**config.mk**
```make
export PLATFORM = sky130hd
export DESIGN_NAME = tsd_ctrl_flat
export DESIGN_NICKNAME = d
export VERILOG_FILES = /design/src/rtl/tsd_pkg.sv /design/src/rtl/tsd_cmd_if.sv /design/src/rtl/tsd_ctrl.sv /design/src/flat_wrapper.sv
export SDC_FILE = /design/constraint.sdc
export NUM_CORES = 1
export LEC_CHECK = 0
export BUFFER_PORTS_ARGS = -buffer_cell sky130_fd_sc_hd__buf_2
export CORE_MARGIN = 1.5
export CORE_UTILIZATION = 45
export CTS_CLUSTER_DIAMETER = 120
export DETAILED_ROUTE_END_ITERATION = 7
export PLACE_DENSITY = 0.8
export SETUP_SLACK_MARGIN = 0.15
export SYNTH_ARGS = -nofsm -noshare
export SYNTH_HDL_FRONTEND = slang
export SYNTH_SLANG_ARGS = --single-unit
```
**constraint.sdc**
```tcl
create_clock -name clk -period 8.9 [get_ports clk]
set_input_delay 1.78 -clock clk [delete_from_list [all_inputs] [get_ports clk]]
set_output_delay 1.78 -clock clk [all_outputs]
set_load 0.01 [all_outputs]
```
**src/rtl/tsd_pkg.sv**
```systemverilog
// ---------------------------------------------------------------------------
// tsd_pkg
// Shared types and constants for the two-stack deque.
// ---------------------------------------------------------------------------
package tsd_pkg;

    localparam int CMD_W          = 3;
    localparam int POS_W          = 9;
    localparam int COUNT_W        = 10;
    localparam int STATUS_W       = 2;
    localparam int DEF_SIDE_DEPTH = 256;
    localparam int DEF_DATA_WIDTH = 32;

    typedef enum logic [CMD_W-1:0] {
        CMD_PUSH_FRONT = 3'd0,
        CMD_PUSH_BACK  = 3'd1,
        CMD_READ_AT    = 3'd2,
        CMD_WRITE_AT   = 3'd3,
        CMD_READ_FRONT = 3'd4,
        CMD_READ_BACK  = 3'd5
    } cmd_t;

    typedef enum logic [STATUS_W-1:0] {
        ST_OK    = 2'd0,
        ST_RANGE = 2'd1,
        ST_FULL  = 2'd2,
        ST_EMPTY = 2'd3
    } status_t;

    // what the in-flight command expects back from the memories
    typedef struct packed {
        logic    rd_front;
        logic    rd_back;
        status_t status;
    } tsd_meta_t;

    // memory strobes, one pair per side
    typedef struct packed {
        logic front_we;
        logic front_re;
        logic back_we;
        logic back_re;
    } ram_ctl_t;

endpackage

```
**src/rtl/tsd_cmd_if.sv**
```systemverilog
// ---------------------------------------------------------------------------
// tsd_cmd_if
// Command channel: valid/ready with command, position and value.
// ---------------------------------------------------------------------------
interface tsd_cmd_if #(
    parameter int DATA_WIDTH = tsd_pkg::DEF_DATA_WIDTH
) ();
    logic                       valid;
    logic                       ready;
    logic [tsd_pkg::CMD_W-1:0]  command;
    logic [tsd_pkg::POS_W-1:0]  position;
    logic [DATA_WIDTH-1:0]      value;

    modport source (output valid, output command, output position, output value,
                    input ready);
    modport sink   (input valid, input command, input position, input value,
                    output ready);
endinterface

```
**src/rtl/tsd_ctrl.sv**
```systemverilog
// ---------------------------------------------------------------------------
// tsd_ctrl
// Command decode, side counters and memory address mapping; holds the
// stage that waits for the memory read.
// ---------------------------------------------------------------------------
module tsd_ctrl #(
    parameter int SIDE_DEPTH = tsd_pkg::DEF_SIDE_DEPTH,
    parameter int DATA_WIDTH = tsd_pkg::DEF_DATA_WIDTH
) (
    input  logic                          clk,
    input  logic                          rst_n,
    tsd_cmd_if.sink                       cmd,
    input  logic                          adv,
    output logic                          s1_valid,
    output tsd_pkg::tsd_meta_t            s1_meta,
    output logic [tsd_pkg::COUNT_W-1:0]   s1_count,
    output logic                          s1_empty,
    output tsd_pkg::ram_ctl_t             ram_ctl,
    output logic [$clog2(SIDE_DEPTH)-1:0] front_addr,
    output logic [$clog2(SIDE_DEPTH)-1:0] back_addr,
    output logic [DATA_WIDTH-1:0]         wdata
);
    import tsd_pkg::*;

    localparam int AW = $clog2(SIDE_DEPTH);
    localparam int CW = $clog2(SIDE_DEPTH + 1);
    localparam int TW = CW + 1;
    localparam int IW = (TW > POS_W) ? TW : POS_W;
    localparam logic [CW-1:0] FULL_C = CW'(SIDE_DEPTH);

    logic [CW-1:0]      front_cnt_reg, front_cnt_next;
    logic [CW-1:0]      back_cnt_reg, back_cnt_next;
    logic               s1_valid_reg;
    tsd_meta_t          s1_meta_reg, meta;
    logic [COUNT_W-1:0] s1_count_reg;
    logic               s1_empty_reg;

    logic               accept;
    logic [IW-1:0]      fc_x, bc_x, pos_x, total_x, total_next;
    logic [IW-1:0]      front_idx_x, back_idx_x;
    logic               in_range, front_hit;

    assign cmd.ready = !s1_valid_reg || adv;
    assign accept    = cmd.valid && cmd.ready;
    assign wdata     = cmd.value;

    assign fc_x        = IW'(front_cnt_reg);
    assign bc_x        = IW'(back_cnt_reg);
    assign pos_x       = IW'(cmd.position);
    assign total_x     = fc_x + bc_x;
    assign in_range    = pos_x < total_x;
    assign front_hit   = pos_x < fc_x;
    // front stack is stored in push order, so logical order is reversed
    assign front_idx_x = fc_x - pos_x - IW'(1);
    assign back_idx_x  = pos_x - fc_x;

    always_comb
    begin
        ram_ctl        = '0;
        front_addr     = AW'(front_cnt_reg);
        back_addr      = AW'(back_cnt_reg);
        meta           = '{rd_front: 1'b0, rd_back: 1'b0, status: ST_OK};
        front_cnt_next = front_cnt_reg;
        back_cnt_next  = back_cnt_reg;
        if (accept)
        begin
            unique case (cmd_t'(cmd.command))
                CMD_PUSH_FRONT:
                begin
                    if (front_cnt_reg == FULL_C)
                    begin
                        meta.status = ST_FULL;
                    end
                    else
                    begin
                        ram_ctl.front_we = 1'b1;
                        front_cnt_next   = front_cnt_reg + CW'(1);
                    end
                end
                CMD_PUSH_BACK:
                begin
                    if (back_cnt_reg == FULL_C)
                    begin
                        meta.status = ST_FULL;
                    end
                    else
                    begin
                        ram_ctl.back_we = 1'b1;
                        back_cnt_next   = back_cnt_reg + CW'(1);
                    end
                end
                CMD_READ_AT, CMD_WRITE_AT:
                begin
                    if (!in_range)
                    begin
                        meta.status = ST_RANGE;
                    end
                    else if (front_hit)
                    begin
                        front_addr = AW'(front_idx_x);
                        if (cmd_t'(cmd.command) == CMD_READ_AT)
                        begin
                            ram_ctl.front_re = 1'b1;
                            meta.rd_front    = 1'b1;
                        end
                        else
                        begin
                            ram_ctl.front_we = 1'b1;
                        end
                    end
                    else
                    begin
                        back_addr = AW'(back_idx_x);
                        if (cmd_t'(cmd.command) == CMD_READ_AT)
                        begin
                            ram_ctl.back_re = 1'b1;
                            meta.rd_back    = 1'b1;
                        end
                        else
                        begin
                            ram_ctl.back_we = 1'b1;
                        end
                    end
                end
                CMD_READ_FRONT:
                begin
                    if (total_x == '0)
                    begin
                        meta.status = ST_EMPTY;
                    end
                    else if (front_cnt_reg == '0)
                    begin
                        // no front items: the front is the bottom of the back stack
                        back_addr       = '0;
                        ram_ctl.back_re = 1'b1;
                        meta.rd_back    = 1'b1;
                    end
                    else
                    begin
                        front_addr       = AW'(front_cnt_reg - CW'(1));
                        ram_ctl.front_re = 1'b1;
                        meta.rd_front    = 1'b1;
                    end
                end
                CMD_READ_BACK:
                begin
                    if (total_x == '0)
                    begin
                        meta.status = ST_EMPTY;
                    end
                    else if (back_cnt_reg == '0)
                    begin
                        front_addr       = '0;
                        ram_ctl.front_re = 1'b1;
                        meta.rd_front    = 1'b1;
                    end
                    else
                    begin
                        back_addr       = AW'(back_cnt_reg - CW'(1));
                        ram_ctl.back_re = 1'b1;
                        meta.rd_back    = 1'b1;
                    end
                end
                default:
                begin
                end
            endcase
        end
    end

    assign total_next = IW'(front_cnt_next) + IW'(back_cnt_next);

    always_ff @(posedge clk or negedge rst_n)
    begin
        if (!rst_n)
        begin
            front_cnt_reg <= '0;
            back_cnt_reg  <= '0;
            s1_valid_reg  <= 1'b0;
        end
        else
        begin
            front_cnt_reg <= front_cnt_next;
            back_cnt_reg  <= back_cnt_next;
            if (accept)
            begin
                s1_valid_reg <= 1'b1;
            end
            else if (adv)
            begin
                s1_valid_reg <= 1'b0;
            end
        end
    end

    always_ff @(posedge clk)
    begin
        if (accept)
        begin
            s1_meta_reg  <= meta;
            s1_count_reg <= COUNT_W'(total_next);
            s1_empty_reg <= (total_next == '0);
        end
    end

    assign s1_valid = s1_valid_reg;
    assign s1_meta  = s1_meta_reg;
    assign s1_count = s1_count_reg;
    assign s1_empty = s1_empty_reg;
endmodule

```
**src/flat_wrapper.sv**
```systemverilog
// flat-port wrapper written by rule: the top's interface ports become plain ports
module tsd_ctrl_flat import tsd_pkg::*;
#(
    parameter int SIDE_DEPTH = tsd_pkg::DEF_SIDE_DEPTH,
    parameter int DATA_WIDTH = tsd_pkg::DEF_DATA_WIDTH
)
  (clk, rst_n, adv, s1_valid, s1_meta, s1_count, s1_empty, ram_ctl, front_addr, back_addr, wdata, cmd_valid, cmd_command, cmd_position, cmd_value, cmd_ready);
  tsd_cmd_if #(.DATA_WIDTH(DATA_WIDTH)) cmd_i ();
  input  logic clk;
  input  logic rst_n;
  input  logic adv;
  output logic s1_valid;
  output tsd_pkg::tsd_meta_t s1_meta;
  output logic [tsd_pkg::COUNT_W-1:0] s1_count;
  output logic s1_empty;
  output tsd_pkg::ram_ctl_t ram_ctl;
  output logic [$clog2(SIDE_DEPTH)-1:0] front_addr;
  output logic [$clog2(SIDE_DEPTH)-1:0] back_addr;
  output logic [DATA_WIDTH-1:0] wdata;
  input wire logic [$bits(cmd_i.valid)-1:0] cmd_valid;
  input wire logic [$bits(cmd_i.command)-1:0] cmd_command;
  input wire logic [$bits(cmd_i.position)-1:0] cmd_position;
  input wire logic [$bits(cmd_i.value)-1:0] cmd_value;
  output wire logic [$bits(cmd_i.ready)-1:0] cmd_ready;
  assign cmd_i.valid = cmd_valid;
  assign cmd_i.command = cmd_command;
  assign cmd_i.position = cmd_position;
  assign cmd_i.value = cmd_value;
  assign cmd_ready = cmd_i.ready;
  tsd_ctrl #(.SIDE_DEPTH(SIDE_DEPTH), .DATA_WIDTH(DATA_WIDTH)) u_core (.clk(clk), .rst_n(rst_n), .cmd(cmd_i), .adv(adv), .s1_valid(s1_valid), .s1_meta(s1_meta), .s1_count(s1_count), .s1_empty(s1_empty), .ram_ctl(ram_ctl), .front_addr(front_addr), .back_addr(back_addr), .wdata(wdata));
endmodule
```
Word-level counts from Yosys, hierarchy flattened --
Index checks and enable logic that the tools add are counted.
Word-level totals: logic and storage cells 92, register bits after elaboration 34
Operators by class: add/sub/neg operators 9, order comparisons 2, equal/unequal tests 7, mux-type cells 55, reduce and logical (&&, ||, !) cells 11
Operators with widths (number):
- 8-bit two-way mux | 14
- 9-bit two-way mux | 6
- 8-bit case mux with 3 select lines | 2
- 8-bit by 1-bit subtractor with 8-bit output (second input constant) | 3
- 9-bit by 9-bit adder with 10-bit output | 2
- 10-bit logical NOT | 2
- 9-bit by 1-bit adder with 9-bit output (second input constant) | 2
- 9-bit == test (second input constant) | 2
- 9-bit logical NOT | 2
- 1-bit two-way mux | 17
- 2-bit two-way mux | 8
- 8-bit subtractor | 2
- 9-bit by 10-bit less-than comparator with 1-bit output | 1
- 9-bit less-than comparator | 1
- 4-bit two-way mux | 2
- 2-bit case mux with 4 select lines | 1
- 3-bit by 2-bit == test with 1-bit output (second input constant) | 2
- 3-bit == test (second input constant) | 2
- 1-bit case mux with 3 select lines | 2
- 2-bit case mux with 3 select lines | 1
- 1-bit case mux with 2 select lines | 2
- 2-bit OR reduction | 2
- 3-bit by 1-bit == test with 1-bit output (second input constant) | 1
- 3-bit logical NOT | 1
- 4 further kinds | 4

Logic depth before layout (Yosys ltp) --
Gate-level depths: netlist (run 1).
word-level depth 6, depth in mapped cells 17, gate-level depth less buffers 16

Worst setup path before layout (run 1) --
OpenSTA, ideal clock, no wires.
path type input -> output, start point input port adv, end point output port back_addr[3], path buffers 1, path slack 3.248 ns, arrival time 3.872 ns, required time 7.120 ns, cell stages on the path 7, path through nand2b_1 > and2_1 > clkbuf_1 > o21ai_1 > nor2_1 > nand2_1 > o311ai_0
On the way: word-level cells in the longest chain between the ends 3
Ends and longest elaborated chain:
- from (decl) | line flat_wrapper.sv:11 | input logic adv;
- 1-bit logical OR | line tsd_ctrl.sv:43 | assign cmd.ready = !s1_valid_reg || adv;
- 1-bit logical AND | line tsd_ctrl.sv:44 | assign accept = cmd.valid && cmd.ready;
- named net u_core.accept | line tsd_ctrl.sv:38 | logic accept;
- 8-bit two-way mux | line tsd_ctrl.sv:65 | if (accept)
- to (decl) | line flat_wrapper.sv:18 | output logic [$clog2(SIDE_DEPTH)-1:0] back_addr;
The timed path passes the listed nets, and every way through them passes these cells.

Worst setup path in the final report (run 1) --
start point register u_core.back_cnt_reg[4], end point output port front_addr[3]
On the way: word-level cells in the longest chain between the ends 5
Ends and longest elaborated chain:
- from (decl) | line tsd_ctrl.sv:32 | logic [CW-1:0] back_cnt_reg, back_cnt_next;
- from (signal assigned) | line tsd_ctrl.sv:184 | back_cnt_reg <= back_cnt_next;
- 9-bit by 9-bit adder with 10-bit output / 9-bit logical NOT (equally long branches) | line tsd_ctrl.sv:50, tsd_ctrl.sv:151
- 9-bit by 10-bit less-than comparator with 1-bit output (tied with other cells) | line tsd_ctrl.sv:51 | assign in_range = pos_x < total_x;
- 8-bit two-way mux, on equally long branches | line tsd_ctrl.sv:94, tsd_ctrl.sv:127, tsd_ctrl.sv:147
- 8-bit case mux with 3 select lines * | line tsd_ctrl.sv:67 | unique case (cmd_t'(cmd.command))
- 8-bit two-way mux * | line tsd_ctrl.sv:65
- to (decl) | line flat_wrapper.sv:17 | output logic [$clog2(SIDE_DEPTH)-1:0] front_addr;
Mark *: on every way between the ends. The rest lies on a longest branch, timed or not.

==> results of run 1 <==
-- cell families after synthesis --
logic type      synth area share [%]
flops                           22.4
fa+ha+maj                       15.7
xor+xnor                        8.06
mux                             1.51
compound gates                  21.0
buf+inv                         10.7
simple gates                    20.6
-- routing by layer --
layer  vias to the layer above  share of wire (%)  global-route usage (%)
met2                       232                 48                    43.3
met1                      1812                 38                    29.9
li1                       1832                  -                       -
met3                        56                8.5                    3.97
met4                         0                5.1                    12.5
met5                         -                  0                       0
-- power breakdown --
part / internal, W / switching [W] / leakage, nW
sequential: 0.000203 / 0.0000582 / 0.367
combinational: 0.000222 / 0.000335 / 1.46
clock: 0.0000625 / 0.0000588 / 0.0482
total: 0.000487 / 0.000452 / 1.88
-- worst max-delay path by stage --
stage                                        from             to  slack, ns  depth (start not counted)
after floorplan                               adv   back_addr[3]       3.25                          7
after global placement            cmd_position[7]  front_addr[3]       2.86                         11
after detailed placement          cmd_position[7]  front_addr[3]       2.68                         11
after CTS                 u_core.front_cnt_reg[0]  front_addr[3]       2.44                         17
after global routing      u_core.front_cnt_reg[0]  front_addr[3]       1.94                         17
final                      u_core.back_cnt_reg[4]  front_addr[3]       2.33                         15
-- critical path: cells and delay by family (launching register included) --
family	cells	cell delay, ns
AOI/OAI and AO/OA	9	2.17
adders and majority gates	2	0.77
buffers and inverters	1	0.14
DFF	1	0.53
and+or+nand+nor	3	0.89
-- cell type report --
type	instances	share of cell area, %
clock buffers	7	2.01
clock inverters	1	0.117
inverters	29	2.54
multi-input cells	391	64.4
flip-flops and latches	34	21.6
well taps	108	3.15
repair buffers	53	6.24
-- placed cells by master, fill, tap and decap left out, types with 11 or more instances in the layout --
| master | synthesis | final |
|---|---|---|
| xor2_1 | 12 | 12 |
| nand4_1 | 12 | 12 |
| nor2b_1 | 11 | 11 |
| nor2_1 | 37 | 37 |
| nand3_1 | 17 | 17 |
| o21ai_0 | 27 | 27 |
| buf_2 | 1 | 52 |
| a21oi_1 | 30 | 30 |
| dfrtp_1 | 19 | 19 |
| nand2b_1 | 12 | 12 |
| xnor2_1 | 26 | 26 |
| nand2_1 | 31 | 31 |
| inv_1 | 29 | 29 |
| edfxtp_1 | 15 | 15 |
| nor3_1 | 18 | 18 |
| ha_1 | 47 | 47 |
-- through the flow --
step | hold slack, ns | cells | cell area (sq um) | total power, W | worst slack [ns]
CTS | 0.543 | 623 | 4290 | 0.000928 | 2.44
finish | 0.546 | 623 | 4290 | 0.000939 | 2.33
detailed placement | 0.525 | 615 | 4200 | 0.000802 | 2.68
global route | 0.585 | 623 | 4290 | 0.00101 | 1.94
global placement | 0.497 | 615 | 4200 | 0.000787 | 2.86
floorplan | 0.538 | 506 | 4130 | 0.000642 | 3.25
==> metrics.txt, run 1 <==
FF-to-FF setup slack=4.27 ns; synthesized cell area=0.00413 sq mm; syn nets=604; endpoint type of the worst setup path=output port; CP cell instances=ha_1 > a21oi_1 > o211ai_1 > a21boi_0 > nor2_1 > ha_1 > a2111oi_0 > o21ai_0 > a41oi_1 > o211ai_1 > nor2_1 > a21o_1 > a21oi_1 > or3_1 > buf_2; Setup violations, final=0; Setup TNS=0 ns; Multi-input gate area=roughly 0.0028 sq mm; CTS tree=yes; fin crit share=roughly 74%; hold path endpoint=u_core.s1_valid; initial antenna violation count=0; antenna diode count=0; CP startpoint kind=flop; Worst Skew=0.00620 ns; leakage=1.88 nW; Critical Path Max Stage Delay=0.53 ns; Arr. time, crit path=~4.8 ns; pins over their slew limit=0; drt total wl=12100 um; IO Pins=117; hold path start=u_core.s1_valid; Critical-path top delay cell=dfrtp_1; number of global-route vias before repair=3879; Finished Core Util=48.7%; ANT nets after route=0; Slew @ Worst Pin=1.12 ns; H-Tree Level Count=2; Synth top area share=14.2%; Max Fclk=between 150 and 200 MHz; filler cell count=between 800 and 900; hold buffers post-CTS=0; Final Hold Viols=0; min cycle time layout=6.57 ns; fin nets=612; die height=around 99 um; hpwl dp=9540 um; Worst-Skew Late Latency=0.29 ns; initial core utilization=a little under half; Max VDD drop=187 uV; crit path kind=flop to output port; Pwr Density=219 mW/mm^2; gr usage total=roughly a quarter; Synth-to-Final Area Change=3.94%; largest net degree at the start of global routing=27; Max Cap Viol=0; Die X=between 90 and 100 um; Main synth FF type=dfrtp_1; Reg2Reg Depth=16; top area cells in the synthesized netlist=ha_1 (14%), dfrtp_1 (12%), edfxtp_1 (11%); Worst-path clk slew=roughly 0.070 ns; r2r startpoint=u_core.s1_valid; DRT Pass-1 Iters=7; Residual DRC=6; Worst Path Max Fanout=8; Req. time, crit path=7.12 ns; # port buffers=52; post_cts resized=0; syn avg cell area=a little over 8 sq um; initial DRC count=305; Yosys warnings=0; cts bufs inserted=5; Slew Limit Headroom=24.5%; clk root buf=clkbuf_8; cell taking the most area after synthesis=ha_1; Crit Reg-Reg Endpoint=u_core.s1_empty; core area=0.00881 sq mm; max FFs per register=10; # rows=34; Final Wtd Congestion=0.977; hold path cells=2; register area share after synthesis=~22%; share of cells above drive strength 1=13.8%; Synth top cells by count=ha_1 (47), nor2_1 (37), buf_4 (32); count leader, synth=ha_1; first-pass GRT wire length=19500 um; drt wl/cell=slightly below 20 um; via count=3932; RSZ-0062 raised after global routing=false; Mapped Cells=just over 500; Overflow after GRT=0; die area=0.00976 sq mm; clock sinks=34; Register Area=926 sq um; ys async rst share=55.9%; Post-CTS Setup Inserts=0; Vias/cell=6.31; failing checks=design-rule violations; status=finished, violations left; #FFs+latches synth=34; EDFF count, synth=15; Yosys cell types=63; HP Class=flop to flop; clk buf depth=2
(Power assumes the default switching activity.)
==> run 2: changes to the inputs <==
--- a/config.mk
+++ b/config.mk
@@ -10,7 +10,7 @@
 export CORE_UTILIZATION = 45
 export CTS_CLUSTER_DIAMETER = 120
 export DETAILED_ROUTE_END_ITERATION = 7
-export PLACE_DENSITY = 0.8
+export PLACE_DENSITY = 0.82
 export SETUP_SLACK_MARGIN = 0.15
 export SYNTH_ARGS = -nofsm -noshare
 export SYNTH_HDL_FRONTEND = slang
==> constraint.sdc (replaced) <==
create_clock -name clk -period 5.9 [get_ports clk]
set_input_delay 1.18 -clock clk [delete_from_list [all_inputs] [get_ports clk]]
set_output_delay 1.18 -clock clk [all_outputs]
set_load 0.01 [all_outputs]
==> metrics.txt, run 2 (same netlist as run 1, synthesis figures left out) <==
HP Class=flop to flop; CP startpoint kind=flop; antenna diode count=0 (unchanged); Pwr Density=331 mW/mm^2 (+51%); core area=0.00881 sq mm (unchanged); Arr. time, crit path=4.46 ns (-0.33 ns); # port buffers=52 (unchanged); leakage=1.91 nW (+1.6%); fin crit share=95.6%; fin nets=618 (+0.98%); Setup TNS=0 ns (unchanged); M2 GR Usage=41.8% (-1.5 points); GRT busiest layer=met2; Overflow after GRT=0 (unchanged); min cycle time layout=5.64 ns; failing checks=design-rule violations; Residual DRC=5 (-1); Register Area=931 sq um (+0.54%); Critical-path top delay cell=dfrtp_2; hold buffers post-CTS=0 (unchanged); Slew Limit Headroom=52.9% (+28 points); Max Cap Viol=0 (unchanged); Die X=98.8 um (unchanged); # rows=34 (unchanged); die area=0.00976 sq mm (unchanged); clock sinks=34 (unchanged); crit path kind=flop to output port; largest net degree at the start of global routing=26 (-3.7%); post_cts resized=0 (unchanged); CP cell instances=ha_1 > inv_1 > fa_1 > nor2b_1 > o211ai_1 > a32oi_1 > xnor2_1 > ha_1 > a2111oi_1 > o21ai_0 > a41oi_2 > or2_2 > nor2b_2 > o221a_2 > o21ai_0 > a22o_1 > buf_2; Vias/cell=6.21 (-1.6%); initial core utilization=46.9% (unchanged); endpoint type of the worst setup path=output port; Worst Path Buf+Inv=2 (+1); Req. time, crit path=4.72 ns (-2.40 ns); share of cells above drive strength 1=15.9% (+2.1 points); Critical Path Max Stage Delay=0.46 ns (-0.07 ns); Post-CTS Setup Inserts=0 (unchanged); cts bufs inserted=5 (unchanged); die height=98.8 um (unchanged); Slew @ Worst Pin=0.703 ns (-0.421 ns); DRT Pass-1 Iters=7 (unchanged); Setup violations, final=0 (unchanged); Final Wtd Congestion=1.00 (+2.6%); most frequent cells in the layout=buf_2 (52), ha_1 (47), nor2_1 (36), nand2_1 (31), a21oi_1 (30); drt wl/cell=19.4 um (-0.28%); Final Hold Viols=0 (unchanged); status=finished, violations left; initial DRC count=367 (+20%); met3 global-route usage=5.11% (+1.1 points); number of global-route vias before repair=3771 (-2.8%); Worst Skew=0.0126 ns (+0.00642 ns); via count=3908 (-0.61%); first-pass GRT wire length=19000 um (-2.8%); Multi-input gate area=0.00278 sq mm (+0.50%); max FFs per register=10 (unchanged); IO Pins=117 (unchanged); pins over their slew limit=0 (unchanged); H-Tree Level Count=2 (unchanged); RSZ-0062 raised after global routing=true; clk root buf=clkbuf_8; gr usage total=24.6% (-0.36 points); Worst-path clk slew=0.08 ns (about the same); initial antenna violation count=0 (unchanged); ANT nets after route=0 (unchanged); most common cell after layout, fill and taps aside=buf_2; Worst-Skew Late Latency=0.29 ns (about the same); Worst Path Max Fanout=10 (+2); Synth-to-Final Area Change=5.73%; drt total wl=12200 um (+0.68%); CTS tree=yes; filler cell count=817 (-0.97%); CP delay by family, top=compound AO/OA/AOI/OAI gates; Max Fclk=177 MHz; WHS=0.542 ns (-0.00394 ns); hpwl dp=9570 um (+0.39%); clk buf depth=2 (unchanged); grt met1 use=30.3% (+0.36 points); Max VDD drop=304 uV (+63%)
-- run 2: worst reg2reg max path: stages (launching register included) --
cell      delay (ns)
dfrtp_1         0.56
nor4_2          0.49
and3_1          0.29
a21oi_1         0.22
o21ai_0         0.53
ha_1            0.33
a21o_1          0.18
a21oi_1         0.22
o21bai_1        0.11
a21o_1          0.21
a21o_1          0.18
a21oi_1         0.22
o21ai_0         0.17
nor4b_1         0.33
-- run 2: per-layer routing --
layer / share of wire (%) / up-vias / wire length, um
met5: 0 / - / 0
met4: 3.6 / 0 / 442
met3: 8.2 / 51 / 1000
met2: 48 / 191 / 5880
met1: 40 / 1826 / 4860
li1: - / 1840 / -
-- run 2: stage by stage --
step,setup slack (ns),std cells,utilization [%],power [W],area [sq um]
after floorplan,1.14,506,-,0.000968,4130
after global placement,0.715,621,48.2,0.00119,4250
after detailed placement,0.635,621,48.2,0.00121,4250
after CTS,0.285,629,49.4,0.00142,4350
after global routing,0.0226,629,49.6,0.00155,4370
final,0.258,629,49.6,0.00145,4370
-- run 2: cell type report --
type,instances,share of cell area [%]
Multi-Input combinational cell,391,63.6
Sequential cell,34,21.3
Timing Repair Buffer,59,7.16
Tap cell,108,3.09
Inverter,29,2.49
Clock buffer,8,2.32
-- run 2: path summary, 6_finish.rpt --
| path | startpoint | to | slack [ns] | cells past startpoint |
|---|---|---|---|---|
| setup / recovery | u_core.front_cnt_reg[0] | front_addr[0] | 0.26 | 17 |
| hold / removal | u_core.s1_valid | u_core.s1_valid | 0.54 | 2 |
| setup reg to reg | u_core.back_cnt_reg[3] | u_core.s1_empty | 1.65 | 13 |
| hold reg to reg | u_core.s1_valid | u_core.s1_valid | 0.54 | 2 |
| max in group asynchronous | rst_n | u_core.front_cnt_reg[1] | 4.76 | 1 |
| min in group asynchronous | rst_n | u_core.s1_valid | 0.81 | 1 |
-- run 2: power breakdown --
part	internal [W]	switching, W	total (W)
Combinational	0.000343	0.000518	0.000861
Sequential	0.000309	0.0000723	0.000381
Clock	0.000110	0.0000938	0.000203
Total	0.000762	0.000684	0.00145
==> run 3: changes to the inputs <==
--- a/config.mk
+++ b/config.mk
@@ -7,10 +7,11 @@
 export LEC_CHECK = 0
 export BUFFER_PORTS_ARGS = -buffer_cell sky130_fd_sc_hd__buf_2
 export CORE_MARGIN = 1.5
-export CORE_UTILIZATION = 45
+export CORE_UTILIZATION = 40
 export CTS_CLUSTER_DIAMETER = 120
 export DETAILED_ROUTE_END_ITERATION = 7
-export PLACE_DENSITY = 0.82
+export PLACE_DENSITY = 0.75
+export RECOVER_POWER = 100
 export SETUP_SLACK_MARGIN = 0.15
 export SYNTH_ARGS = -nofsm -noshare
 export SYNTH_HDL_FRONTEND = slang
==> metrics.txt, run 3 (same netlist as run 1, synthesis figures left out) <==
status=finished, final reports clean; most common cell after layout, fill and taps aside=ha_1; via count=3881 (-0.69%); Crit Reg-Reg Endpoint=u_core.s1_empty; gr usage total=22.4% (-2.2 points); Arr. time, crit path=4.38 ns (-0.08 ns); Vias/cell=5.92 (-4.8%); largest net degree at the start of global routing=26 (unchanged); Setup violations, final=0 (unchanged); RSZ-0062 raised after global routing=false; H-Tree Level Count=2 (unchanged); Synth-to-Final Area Change=7.21%; Setup TNS=0 ns (unchanged); clock sinks=34 (unchanged); drt total wl=12500 um (+3.0%); die area=0.0109 sq mm (+12%); most frequent cells in the layout=ha_1 (47), nor2_1 (36), buf_2 (33), nand2_1 (31), inv_1 (29); max FFs per register=10 (unchanged); r2r startpoint=u_core.s1_valid; Slew @ Worst Pin=1.12 ns (+0.413 ns); min cycle time layout=5.56 ns (-0.0816 ns); fin nets=620 (+0.32%); Die X=105 um (+5.9%); hpwl dp=9750 um (+1.8%); leakage=1.89 nW (-1.1%); number of global-route vias before repair=3785 (+0.37%); core area=0.00991 sq mm (+13%); Worst-path clk slew=0.08 ns (about the same); fin crit share=94.2% (-1.4 points); first-pass GRT wire length=19700 um (+3.9%); ANT nets after route=0 (unchanged); Worst Path Max Fanout=7 (-3); Overflow after GRT=0 (unchanged); Max Fclk=180 MHz (+1.5%); Final Hold Viols=0 (unchanged); # port buffers=52 (unchanged); CTS tree=yes; Slew Limit Headroom=25.1% (-28 points); HP Class=flop to flop; Pwr Density=346 mW/mm^2 (+4.4%); filler cell count=984 (+20%); Worst-Skew Late Latency=0.29 ns (about the same); crit path kind=flop to output port; drt wl/cell=19.1 um (-1.3%); endpoint type of the worst setup path=output port; cts bufs inserted=5 (unchanged); CP startpoint kind=flop; placed cells=645 (+3.9%); hold path endpoint=u_core.s1_valid; # rows=36 (+5.9%); initial core utilization=41.7% (-5.2 points); Residual DRC=0 (-5); hold path start=u_core.s1_valid; clk buf depth=2 (unchanged); IO Pins=117 (unchanged); share of cells above drive strength 1=13.2% (-2.7 points); DRT Pass-1 Iters=5 (-2); Reg2Reg Depth=15 (+2); clk root buf=clkbuf_8; Req. time, crit path=4.72 ns (about the same); pins over their slew limit=0 (unchanged); hold buffers post-CTS=0 (unchanged); initial antenna violation count=0 (unchanged); initial DRC count=347 (-5.4%); Final Instance Count excl. Fillers=656 (+4.3%); antenna diode count=0 (unchanged); Max Cap Viol=0 (unchanged); FF-to-FF setup slack=1.71 ns (+0.06 ns); hold path cells=2 (unchanged); Max VDD drop=333 uV (+9.4%); Final Wtd Congestion=0.981 (-2.1%); die height=105 um (+5.9%); Worst Skew=0.00535 ns (-0.00726 ns)
## run 3: power breakdown
part	internal (W)	switching, W	leakage, nW	total (W)
logic	0.000355	0.000566	1.46	0.000921
registers	0.000308	0.0000510	0.364	0.000359
clock network	0.000152	0.0000977	0.0665	0.000250
## run 3: worst max-delay path, stage by stage, from the launching register on
cell       delay (ns)
dfrtp_2          0.44
ha_1             0.22
inv_1            0.07
fa_1             0.44
nor2b_2          0.19
o211ai_1         0.10
a32oi_1          0.26
xnor2_1          0.12
ha_1             0.20
a2111oi_0        0.35
o21ai_0          0.21
a41oi_2          0.26
or2_2            0.22
nor2b_2          0.18
o221a_2          0.23
o21ai_0          0.17
a22o_1           0.29
buf_2            0.14
## run 3: worst max path at each step
stage | from | to | slack (ns)
2_1_floorplan | u_core.front_cnt_reg[0] | front_addr[3] | 1.14
3_3_place_gp | u_core.front_cnt_reg[0] | front_addr[3] | 0.58
3_5_place_dp | u_core.front_cnt_reg[0] | front_addr[3] | 0.44
4_1_cts | u_core.front_cnt_reg[0] | front_addr[4] | 0.20
5_1_grt | u_core.front_cnt_reg[1] | front_addr[0] | 0.08
6_report | u_core.back_cnt_reg[0] | front_addr[0] | 0.34
## run 3: per-layer routing
layer  GRT usage, %  part of all wire [%]
met5              0                     0
met2           37.6                    48
met3           3.62                   6.7
met1           27.9                    41
met4           10.7                   4.6
## run 3: what timing repair did
action / in CTS / in global routing
pin swaps: 0 / 1
resized for setup: 1 / 11
endpoints found under the setup margin: 1 / 18
buffers inserted: 0 / 3
## run 3: area by class of cell
class	count	area [sq um]	share of cell area (%)
Inverter	29	109	2.46
Clock inverter	2	38.8	0.876
Sequential cell	34	930	21.0
Tap cell	133	166	3.76
Timing Repair Buffer	61	304	6.87
Multi-Input combinational cell	391	2790	62.9
Clock buffer	6	93.8	2.12
## run 3: through the flow
stage,setup WS (ns),hold slack (ns),power (W),utilization [%],cell area [sq um]
final,0.340,0.568,0.00153,44.7,4430
after global routing,0.0766,0.600,0.00163,44.7,4430
after CTS,0.199,0.568,0.00149,44.5,4410
after detailed placement,0.445,0.545,0.00123,43.1,4270
after global placement,0.580,0.494,0.00122,43.1,4270
after floorplan,1.14,0.538,0.000968,-,4130
